$ cat src/snfh_pkg.sv
// snfh_pkg: shared types and codes for the serial node frame handler
// no dependencies; used by serial_node_frame_handler
package snfh_pkg;

   // transaction operation codes
   localparam logic [1:0] OP_RX_BYTE    = 2'd0;
   localparam logic [1:0] OP_HOST_WRITE = 2'd1;
   localparam logic [1:0] OP_HOST_READ  = 2'd2;
   localparam logic [1:0] OP_UNUSED     = 2'd3;

   // result kinds
   localparam logic [1:0] KIND_TX_BYTE   = 2'd0;
   localparam logic [1:0] KIND_READ_DATA = 2'd1;
   localparam logic [1:0] KIND_SET_EVENT = 2'd2;
   localparam logic [1:0] KIND_WR_STATUS = 2'd3;

   // control register indexes
   localparam int CSR_IDX_W = 3;
   localparam logic [CSR_IDX_W-1:0] CSR_NODE_ADDRESS = 3'd0;
   localparam logic [CSR_IDX_W-1:0] CSR_START_CODE   = 3'd1;
   localparam logic [CSR_IDX_W-1:0] CSR_END_CODE     = 3'd2;
   localparam logic [CSR_IDX_W-1:0] CSR_ESCAPE_CODE  = 3'd3;
   localparam logic [CSR_IDX_W-1:0] CSR_SET_CMD      = 3'd4;
   localparam logic [CSR_IDX_W-1:0] CSR_POLL_CMD     = 3'd5;
   localparam logic [CSR_IDX_W-1:0] CSR_REPLY_CMD    = 3'd6;

   // fixed protocol bytes
   localparam logic [7:0] PREAMBLE_BYTE = 8'hFF;
   localparam logic [7:0] ADDR_BASE     = 8'd65;

   // reply header: two preamble bytes, start, address, reply command
   localparam int HDR_W = 3;
   localparam logic [HDR_W-1:0] HDR_PRE1  = 3'd0;
   localparam logic [HDR_W-1:0] HDR_PRE2  = 3'd1;
   localparam logic [HDR_W-1:0] HDR_START = 3'd2;
   localparam logic [HDR_W-1:0] HDR_ADDR  = 3'd3;
   localparam logic [HDR_W-1:0] HDR_REPLY = 3'd4;

   // frame parser modes
   typedef enum logic [3:0] {
      PM_PRE1,
      PM_PRE2,
      PM_PRE3,
      PM_ADDR,
      PM_CMD,
      PM_SKIPCMD,
      PM_DATA,
      PM_DATA_ESC,
      PM_SKIP,
      PM_SKIP_ESC,
      PM_AFTER_OTHER
   } parse_mode_type;

   // transaction sequencer states
   typedef enum logic [2:0] {
      ST_IDLE,
      ST_RDWAIT,
      ST_HDR,
      ST_DATA,
      ST_END
   } seq_state_type;

endpackage

$ cat src/serial_node_frame_handler.sv
// serial_node_frame_handler: frame parser, host store access and poll reply streamer
// depends on snfh_pkg; output and input stores are local synchronous memories
//
// channel   direction  ports                                  handshake
// req_      in         operation, data_byte, store_index      valid/ready
// rsp_      out        result_kind, result_byte, write_acc.   valid/ready
// csr_      in         wr_en, index, wdata                    write only
//
// received byte or host write loads the result directly; host read first passes the
// output store read port and ST_RDWAIT; poll reply: five header bytes, then one result
// per input store byte plus one per escape, then the end code, all held by a stalled rsp_
// reset clears parser, sequencer and the per-entry valid bits at once; no clearing pass
// a stalled rsp_ holds the sequencer; req_ is taken only when idle and rsp_ can load
module serial_node_frame_handler #(
   parameter int RX_BYTES = 16,
   parameter int TX_BYTES = 16
) (
   input  logic                          clock,
   input  logic                          reset,
   // input channel
   input  logic                          req_valid,
   output logic                          req_ready,
   input  logic [1:0]                    req_operation,
   input  logic [7:0]                    req_data_byte,
   input  logic [7:0]                    req_store_index,
   // result channel
   output logic                          rsp_valid,
   input  logic                          rsp_ready,
   output logic [1:0]                    rsp_result_kind,
   output logic [7:0]                    rsp_result_byte,
   output logic                          rsp_write_accepted,
   output logic                          rsp_last_of_run,
   // control registers
   input  logic                          csr_wr_en,
   input  logic [snfh_pkg::CSR_IDX_W-1:0] csr_index,
   input  logic [7:0]                    csr_wdata
);

   localparam int RX_AW = (RX_BYTES > 1) ? $clog2(RX_BYTES) : 1;
   localparam int TX_AW = (TX_BYTES > 1) ? $clog2(TX_BYTES) : 1;
   localparam int RI_W  = $clog2(RX_BYTES + 1);
   localparam logic [7:0]       RX_LIMIT = 8'(RX_BYTES);
   localparam logic [7:0]       TX_LIMIT = 8'(TX_BYTES);
   localparam logic [RI_W-1:0]  RI_LIMIT = RI_W'(RX_BYTES);
   localparam logic [TX_AW-1:0] TX_LAST  = TX_AW'(TX_BYTES - 1);

   // control registers
   logic [6:0] node_ff;
   logic [7:0] start_ff, end_ff, esc_ff, set_cmd_ff, poll_cmd_ff, reply_cmd_ff;

   // sequencer and parser state
   snfh_pkg::seq_state_type  seq_ff, seq_in;
   snfh_pkg::parse_mode_type mode_ff, mode_in;
   logic [RI_W-1:0]          rcv_idx_ff, rcv_idx_in;
   logic [snfh_pkg::HDR_W-1:0] hdr_ff, hdr_in;
   logic [TX_AW-1:0]         tx_idx_ff, tx_idx_in;
   logic                     esc_done_ff, esc_done_in;

   // result register
   logic       rsp_valid_ff;
   logic [1:0] rsp_kind_ff;
   logic [7:0] rsp_byte_ff;
   logic       rsp_acc_ff, rsp_last_ff;
   logic       out_load, out_free;
   logic [1:0] out_kind;
   logic [7:0] out_byte;
   logic       out_acc, out_last;

   // output store (written by set frames, read by host)
   logic [7:0]       out_mem [RX_BYTES];
   logic [RX_BYTES-1:0] out_vld_ff;
   logic             out_wr_en, out_rd_en;
   logic [RX_AW-1:0] out_wr_addr, out_rd_addr;
   logic [7:0]       out_rd_ff;
   logic             out_rd_ok_ff;

   // input store (written by host, read by reply)
   logic [7:0]       in_mem [TX_BYTES];
   logic [TX_BYTES-1:0] in_vld_ff;
   logic             in_wr_en, in_rd_en;
   logic [TX_AW-1:0] in_wr_addr, in_rd_addr;
   logic [7:0]       in_rd_ff;
   logic             in_rd_ok_ff;

   logic       req_fire;
   logic [7:0] addr_char;
   logic [7:0] tx_byte;
   logic       need_esc;
   logic       ev_set, ev_poll;
   logic       host_in_range;

   assign req_fire  = req_valid && req_ready;
   assign out_free  = !rsp_valid_ff || rsp_ready;
   assign req_ready = (seq_ff == snfh_pkg::ST_IDLE) && out_free;
   assign addr_char = snfh_pkg::ADDR_BASE + {1'b0, node_ff};
   assign tx_byte   = in_rd_ok_ff ? in_rd_ff : 8'd0;
   assign need_esc  = ((tx_byte == end_ff) || (tx_byte == esc_ff)) && !esc_done_ff;

   // control register writes
   always_ff @(posedge clock) begin
      if (reset) begin
         node_ff      <= 7'd0;
         start_ff     <= 8'd2;
         end_ff       <= 8'd3;
         esc_ff       <= 8'd16;
         set_cmd_ff   <= 8'd84;
         poll_cmd_ff  <= 8'd80;
         reply_cmd_ff <= 8'd82;
      end else if (csr_wr_en) begin
         unique case (csr_index)
            snfh_pkg::CSR_NODE_ADDRESS: node_ff      <= csr_wdata[6:0];
            snfh_pkg::CSR_START_CODE:   start_ff     <= csr_wdata;
            snfh_pkg::CSR_END_CODE:     end_ff       <= csr_wdata;
            snfh_pkg::CSR_ESCAPE_CODE:  esc_ff       <= csr_wdata;
            snfh_pkg::CSR_SET_CMD:      set_cmd_ff   <= csr_wdata;
            snfh_pkg::CSR_POLL_CMD:     poll_cmd_ff  <= csr_wdata;
            snfh_pkg::CSR_REPLY_CMD:    reply_cmd_ff <= csr_wdata;
            default: ;
         endcase
      end
   end

   // frame parser for one received byte
   always_comb begin
      mode_in    = mode_ff;
      rcv_idx_in = rcv_idx_ff;
      ev_set     = 1'b0;
      ev_poll    = 1'b0;
      out_wr_en  = 1'b0;
      out_wr_addr = rcv_idx_ff[RX_AW-1:0];
      unique case (mode_ff)
         snfh_pkg::PM_PRE1: begin
            rcv_idx_in = '0;
            if (req_data_byte == snfh_pkg::PREAMBLE_BYTE) mode_in = snfh_pkg::PM_PRE2;
         end
         snfh_pkg::PM_PRE2: begin
            mode_in = (req_data_byte == snfh_pkg::PREAMBLE_BYTE) ?
                      snfh_pkg::PM_PRE3 : snfh_pkg::PM_PRE1;
         end
         snfh_pkg::PM_PRE3: begin
            mode_in = (req_data_byte == start_ff) ? snfh_pkg::PM_ADDR : snfh_pkg::PM_PRE1;
         end
         snfh_pkg::PM_ADDR: begin
            if (req_data_byte == addr_char) mode_in = snfh_pkg::PM_CMD;
            else if (req_data_byte >= snfh_pkg::ADDR_BASE) mode_in = snfh_pkg::PM_SKIPCMD;
            else mode_in = snfh_pkg::PM_PRE1;
         end
         snfh_pkg::PM_CMD: begin
            if (req_data_byte == set_cmd_ff) begin
               mode_in = snfh_pkg::PM_DATA;
            end else if (req_data_byte == poll_cmd_ff) begin
               mode_in = snfh_pkg::PM_PRE1;
               ev_poll = 1'b1;
            end else begin
               mode_in = snfh_pkg::PM_AFTER_OTHER;
            end
         end
         snfh_pkg::PM_SKIPCMD: mode_in = snfh_pkg::PM_SKIP;
         snfh_pkg::PM_DATA: begin
            if (req_data_byte == esc_ff) begin
               mode_in = snfh_pkg::PM_DATA_ESC;
            end else if (req_data_byte == end_ff) begin
               mode_in = snfh_pkg::PM_PRE1;
               ev_set  = 1'b1;
            end else if (rcv_idx_ff < RI_LIMIT) begin
               out_wr_en  = 1'b1;
               rcv_idx_in = rcv_idx_ff + RI_W'(1);
            end
         end
         snfh_pkg::PM_DATA_ESC: begin
            if (rcv_idx_ff < RI_LIMIT) begin
               out_wr_en  = 1'b1;
               rcv_idx_in = rcv_idx_ff + RI_W'(1);
            end
            mode_in = snfh_pkg::PM_DATA;
         end
         snfh_pkg::PM_SKIP: begin
            if (req_data_byte == esc_ff) mode_in = snfh_pkg::PM_SKIP_ESC;
            else if (req_data_byte == end_ff) mode_in = snfh_pkg::PM_PRE1;
         end
         snfh_pkg::PM_SKIP_ESC: mode_in = snfh_pkg::PM_SKIP;
         default: mode_in = snfh_pkg::PM_PRE1;
      endcase
   end

   assign host_in_range = req_store_index < TX_LIMIT;

   // transaction sequencer
   always_comb begin
      seq_in      = seq_ff;
      hdr_in      = hdr_ff;
      tx_idx_in   = tx_idx_ff;
      esc_done_in = esc_done_ff;
      out_load    = 1'b0;
      out_kind    = snfh_pkg::KIND_TX_BYTE;
      out_byte    = 8'd0;
      out_acc     = 1'b0;
      out_last    = 1'b0;
      out_rd_en   = 1'b0;
      out_rd_addr = req_store_index[RX_AW-1:0];
      in_wr_en    = 1'b0;
      in_wr_addr  = req_store_index[TX_AW-1:0];
      in_rd_en    = 1'b0;
      in_rd_addr  = tx_idx_ff + TX_AW'(1);
      unique case (seq_ff)
         snfh_pkg::ST_IDLE: begin
            if (req_fire) begin
               case (req_operation)
                  snfh_pkg::OP_RX_BYTE: begin
                     if (ev_poll) begin
                        seq_in = snfh_pkg::ST_HDR;
                        hdr_in = snfh_pkg::HDR_PRE1;
                     end else if (ev_set) begin
                        out_load = 1'b1;
                        out_kind = snfh_pkg::KIND_SET_EVENT;
                        out_last = 1'b1;
                     end
                  end
                  snfh_pkg::OP_HOST_WRITE: begin
                     in_wr_en = host_in_range;
                     out_load = 1'b1;
                     out_kind = snfh_pkg::KIND_WR_STATUS;
                     out_acc  = host_in_range;
                     out_last = 1'b1;
                  end
                  snfh_pkg::OP_HOST_READ: begin
                     out_rd_en = 1'b1;
                     seq_in    = snfh_pkg::ST_RDWAIT;
                  end
                  default: ;
               endcase
            end
         end
         snfh_pkg::ST_RDWAIT: begin
            if (out_free) begin
               out_load = 1'b1;
               out_kind = snfh_pkg::KIND_READ_DATA;
               out_byte = out_rd_ok_ff ? out_rd_ff : 8'd0;
               out_last = 1'b1;
               seq_in   = snfh_pkg::ST_IDLE;
            end
         end
         snfh_pkg::ST_HDR: begin
            case (hdr_ff)
               snfh_pkg::HDR_START: out_byte = start_ff;
               snfh_pkg::HDR_ADDR:  out_byte = addr_char;
               snfh_pkg::HDR_REPLY: out_byte = reply_cmd_ff;
               default:             out_byte = snfh_pkg::PREAMBLE_BYTE;
            endcase
            if (out_free) begin
               out_load = 1'b1;
               if (hdr_ff == snfh_pkg::HDR_REPLY) begin
                  // prefetch the first input store byte
                  in_rd_en    = 1'b1;
                  in_rd_addr  = '0;
                  tx_idx_in   = '0;
                  esc_done_in = 1'b0;
                  seq_in      = snfh_pkg::ST_DATA;
               end else begin
                  hdr_in = hdr_ff + snfh_pkg::HDR_W'(1);
               end
            end
         end
         snfh_pkg::ST_DATA: begin
            out_byte = need_esc ? esc_ff : tx_byte;
            if (out_free) begin
               out_load = 1'b1;
               if (need_esc) begin
                  esc_done_in = 1'b1;
               end else begin
                  esc_done_in = 1'b0;
                  if (tx_idx_ff == TX_LAST) begin
                     seq_in = snfh_pkg::ST_END;
                  end else begin
                     // fetch the next byte while this one goes out
                     in_rd_en  = 1'b1;
                     tx_idx_in = tx_idx_ff + TX_AW'(1);
                  end
               end
            end
         end
         snfh_pkg::ST_END: begin
            out_byte = end_ff;
            if (out_free) begin
               out_load = 1'b1;
               out_last = 1'b1;
               seq_in   = snfh_pkg::ST_IDLE;
            end
         end
         default: seq_in = snfh_pkg::ST_IDLE;
      endcase
   end

   // state registers
   always_ff @(posedge clock) begin
      if (reset) begin
         seq_ff      <= snfh_pkg::ST_IDLE;
         mode_ff     <= snfh_pkg::PM_PRE1;
         rcv_idx_ff  <= '0;
         hdr_ff      <= snfh_pkg::HDR_PRE1;
         tx_idx_ff   <= '0;
         esc_done_ff <= 1'b0;
      end else begin
         seq_ff      <= seq_in;
         hdr_ff      <= hdr_in;
         tx_idx_ff   <= tx_idx_in;
         esc_done_ff <= esc_done_in;
         if (req_fire && (req_operation == snfh_pkg::OP_RX_BYTE)) begin
            mode_ff    <= mode_in;
            rcv_idx_ff <= rcv_idx_in;
         end
      end
   end

   // result register
   always_ff @(posedge clock) begin
      if (reset) begin
         rsp_valid_ff <= 1'b0;
      end else if (out_load) begin
         rsp_valid_ff <= 1'b1;
      end else if (rsp_ready) begin
         rsp_valid_ff <= 1'b0;
      end
   end

   always_ff @(posedge clock) begin
      if (out_load) begin
         rsp_kind_ff <= out_kind;
         rsp_byte_ff <= out_byte;
         rsp_acc_ff  <= out_acc;
         rsp_last_ff <= out_last;
      end
   end

   assign rsp_valid          = rsp_valid_ff;
   assign rsp_result_kind    = rsp_kind_ff;
   assign rsp_result_byte    = rsp_byte_ff;
   assign rsp_write_accepted = rsp_acc_ff;
   assign rsp_last_of_run    = rsp_last_ff;

   // per-entry written flags stand in for the all-zero reset contents
   always_ff @(posedge clock) begin
      if (reset) begin
         out_vld_ff <= '0;
         in_vld_ff  <= '0;
      end else begin
         if (req_fire && (req_operation == snfh_pkg::OP_RX_BYTE) && out_wr_en)
            out_vld_ff[out_wr_addr] <= 1'b1;
         if (in_wr_en) in_vld_ff[in_wr_addr] <= 1'b1;
      end
   end

   // output store memory
   always_ff @(posedge clock) begin
      if (req_fire && (req_operation == snfh_pkg::OP_RX_BYTE) && out_wr_en)
         out_mem[out_wr_addr] <= req_data_byte;
      if (out_rd_en) begin
         out_rd_ff    <= out_mem[out_rd_addr];
         out_rd_ok_ff <= out_vld_ff[out_rd_addr] && (req_store_index < RX_LIMIT);
      end
   end

   // input store memory
   always_ff @(posedge clock) begin
      if (in_wr_en) in_mem[in_wr_addr] <= req_data_byte;
      if (in_rd_en) begin
         in_rd_ff    <= in_mem[in_rd_addr];
         in_rd_ok_ff <= in_vld_ff[in_rd_addr];
      end
   end

`ifndef SYNTHESIS
   // a loaded result is never overwritten before it is taken
   a_no_overwrite: assert property (@(posedge clock) disable iff (reset)
      out_load |-> out_free)
      else $error("result register overwritten while stalled");

   // receive index never passes the output store depth
   a_rcv_bound: assert property (@(posedge clock) disable iff (reset)
      rcv_idx_ff <= RI_LIMIT)
      else $error("receive index out of range");

   // host read goes through the memory wait state
   a_read_wait: assert property (@(posedge clock) disable iff (reset)
      (req_fire && (req_operation == snfh_pkg::OP_HOST_READ)) |=>
      (seq_ff == snfh_pkg::ST_RDWAIT))
      else $error("host read did not wait for memory");

   // end code follows the data phase only
   a_end_order: assert property (@(posedge clock) disable iff (reset)
      ((seq_ff == snfh_pkg::ST_END) && !$past(reset) &&
       ($past(seq_ff) != snfh_pkg::ST_END)) |-> ($past(seq_ff) == snfh_pkg::ST_DATA))
      else $error("reply end reached out of order");

   // header and data reply results never close the run
   a_reply_last: assert property (@(posedge clock) disable iff (reset)
      (out_load && (seq_ff == snfh_pkg::ST_HDR || seq_ff == snfh_pkg::ST_DATA)) |->
      !out_last)
      else $error("reply run closed early");
`endif

endmodule
$ cat config.mk
export PLATFORM = sky130hd
export DESIGN_NAME = serial_node_frame_handler
export DESIGN_NICKNAME = d
export VERILOG_FILES = /design/src/snfh_pkg.sv /design/src/serial_node_frame_handler.sv
export SDC_FILE = /design/constraint.sdc
export NUM_CORES = 1
export LEC_CHECK = 0
export ABC_AREA = 0
export ABC_CLOCK_PERIOD_IN_PS = 2800
export BUFFER_PORTS_ARGS = -buffer_cell sky130_fd_sc_hd__buf_2
export CORE_ASPECT_RATIO = 1.1
export CORE_MARGIN = 2
export CORE_UTILIZATION = 45
export DETAILED_ROUTE_END_ITERATION = 10
export SLEW_MARGIN = 15
export SYNTH_ARGS = -nofsm -noshare
export SYNTH_HDL_FRONTEND = slang
export SYNTH_SLANG_ARGS = --single-unit
$ cat constraint.sdc
create_clock -name clock -period 2.8 [get_ports clock]
set_input_delay 0 -clock clock [delete_from_list [all_inputs] [get_ports clock]]
set_output_delay 0 -clock clock [all_outputs]
set_load 0.02 [all_outputs]
==> qor.csv <==
metric,value,unit
outcome,finished clean,
Pre-Repair DR Iteration Count,9,
initial antenna violation count,1,
setup TNS,0,ps
WS Path Type,flop to flop,
Post-DP Area,18800,um^2
Leak Pwr,6.89,nW
worst slew pin tran,958,ps
Root Driver,clkbuf_16,
CP startpoint kind,flop,
routed wire length per instance,22.9,um
GP Congestion,0.908,
1st-iter DRT viols,1133,
Overall Power,13.0,mW
Final Hold Fails,0,
fmax,373,MHz
HPWL Detailed,32.0,mm
starting density of the core,0.457,
Cells after Synth,1388,
count of maximum capacitance violations,0,
Routed Antenna Nets,0,
share of cells above drive strength 1,0.188,
Worst EP required,3060,ps
setup violators final,0,
Yosys cell types,73,
final instance area,20500,um^2
row count,75,
first-pass GRT wire length,70.9,mm
die area,40500,um^2
P&R area growth vs syn,17.4,%
CP Cell Sequence,"or3b_4, nor4_4, buf_4, nand2_1, nor2_1, nand3_1, nor3_1, buf_4",
CTS max path bufs,3,
cell type with the highest aggregate area in the netlist,edfxtp_1,
Max stage delay on crit path,400,ps
Syn Nets,1432,
pin count of the biggest net entering global routing,41,
gr ovfl total,0,
ys async rst share,0,
number of antenna diodes,0,
number of global-route vias before repair,11600,
port buffer count,47,
CTS tree,done,
number of synthesized flops with an enable pin,286,
TritonCTS Buffers,42,
worst hold slack,37.7,ps
"IR drop worst, VDD",0.000665,V
final worst-path cycle share,0.958,
Synth warnings,0,
final clock skew,24.5,ps
post-synthesis sequential area ratio,0.614,
# DRC,0,
average footprint of a synthesized cell,12.6,um^2
vias,12100,
"most used cell, CP",buf_4,
"Clk pin slew, worst setup/hold paths",60,ps
Crit. End Element,flop,
die height,211,um
total wire length,47.0,mm
Hold Crit Class,input pin to flop,
Netlist Area Pre-Place,17500,um^2
crit path max fanout,8,
fin nets,1558,
CTS sink cnt,394,
worst skew pair latency,550,ps
core area,38300,um^2
crit path DAT,2940,ps
CTS HTree Levels,2,
ys flop type,edfxtp_1,
post-route minimum period,2680,ps
Vias per Instance,5.91,
power per cell area,632,nW/um^2
max-slew violations,0,
Synth top cells by count,"286 x edfxtp_1, 193 x nand2_1, 108 x dfxtp_1",
Die X,192,um
RSZ-0062 raised after global routing,no,
"FF+latch count, synth",394,
Synth top area share,0.491,
"top cells by area, synth","edfxtp_1 49%, dfxtp_1 12%, mux4_2 6.9%",
Top Ports,48,
most frequent cell after synthesis,edfxtp_1,
Critical Path Slowest Stage Cell,or3b_4,
Slew headroom,0.358,
Tot GR Track Use,0.235,
## kinds of logic (layout without fill, tap and decap cells)
| kind of cell | count (synthesis) | after routing | share of synthesized area |
|---|---|---|---|
| DFF | 394 | 394 | 0.614 |
| xor gates and xnor gates | 65 | 65 | 0.0350 |
| adders and majority gates | 10 | 10 | 0.00715 |
| and+or+nand+nor | 464 | 464 | 0.126 |
| buffers and inverters | 104 | 264 | 0.0249 |
| muxes | 88 | 88 | 0.0895 |
| AOI/OAI and AO/OA | 263 | 263 | 0.103 |
## metrics by stage
step / setup slack [ps] / utilization / std cells
after floorplan: 234 / - / 1388
after global placement: 34.3 / 0.490 / 1943
after detailed placement: 20.0 / 0.490 / 1943
after CTS: 15.2 / 0.535 / 2044
after global routing: 2.45 / 0.537 / 2048
final: 118 / 0.537 / 2048
## metal layers
metal | track usage | wire length [um] | vias up | part of all wire
li1 | - | - | 5521 | -
met1 | 0.324 | 20200 | 6009 | 0.43
met2 | 0.372 | 21900 | 468 | 0.47
met3 | 0.0422 | 3120 | 101 | 0.066
met4 | 0.0911 | 1740 | 2 | 0.037
met5 | 0 | 12 | - | 0.00026
## worst paths after layout
check                   startpoint              to  slack (ps)  depth (start not counted)
setup / recovery         seq_ff[2]   out_mem[1][6]         120                          8
setup reg to reg         seq_ff[2]   out_mem[1][6]         120                          8
hold / removal    req_data_byte[5]   in_mem[13][5]          40                          2
hold reg to reg     out_vld_ff[12]  out_vld_ff[12]         460                          1
## registers in the layout, summed over array words and instances (netlist names), 2 cells and up
name and count:
rsp_result_byte 8, node_ff 7, esc_ff 8, tx_idx_ff 4
rsp_result_kind 2, hdr_ff 3, mode_ff 4, out_mem 128
reply_cmd_ff 8, rcv_idx_ff 5, in_rd_ff 8, start_ff 8
end_ff 8, set_cmd_ff 8, seq_ff 3, out_vld_ff 16
poll_cmd_ff 8, in_vld_ff 16, out_rd_ff 8, in_mem 128
## report_power, final
part	internal, mW	leakage (nW)	switching, mW
Clock	3.68	0.725	2.31
Sequential	6.29	3.45	0.0350
Combinational	0.240	2.72	0.416
## critical path: cells and delay by family, from the launching register on
kind,cells,cell delay (ps)
buffers and inverters,2,420
flip-flops,1,310
AND/OR/NAND/NOR,6,1650
## what timing repair did
item / CTS / global route
setup buffers: 0 / 4
endpoints found under the hold margin: 85 / 0
endpoints found under the setup margin: 0 / 68
gates resized for setup: 0 / 2
hold buffers: 23 / 0
## final cells by class
| cell class | count | area (um^2) |
|---|---|---|
| clock inverters | 25 | 368 |
| flip-flops and latches | 394 | 10800 |
| clock buffers | 53 | 1120 |
| fillers | 3202 | 17700 |
| well taps | 500 | 626 |
| inverters | 22 | 82.6 |
| repair buffers | 164 | 1230 |
| multi-input cells | 890 | 6360 |
## cells in the final DEF, fill, tap and decap left out, types with 9 or more instances in the layout
cell and n:
buf_2 47, nor3_1 22, xor2_1 12, o2bb2ai_1 17
o211ai_1 12, o2111ai_1 10, edfxtp_1 286, nand4_1 24
a32oi_1 16, o31ai_1 13, nor4_1 12, buf_4 89
clkbuf_16 42, o21a_1 15, o21ai_0 34, mux2i_1 26
a222oi_1 10, and2_1 9, a21oi_1 74, inv_1 20
nand3_1 29, nor2_1 100, nand2_1 193, dfxtp_1 108
bufinv_16 9, ha_1 10, xnor2_1 48, and3_1 13
mux4_2 54, dlygate4sd3_1 23
(Power assumes the default switching activity.)
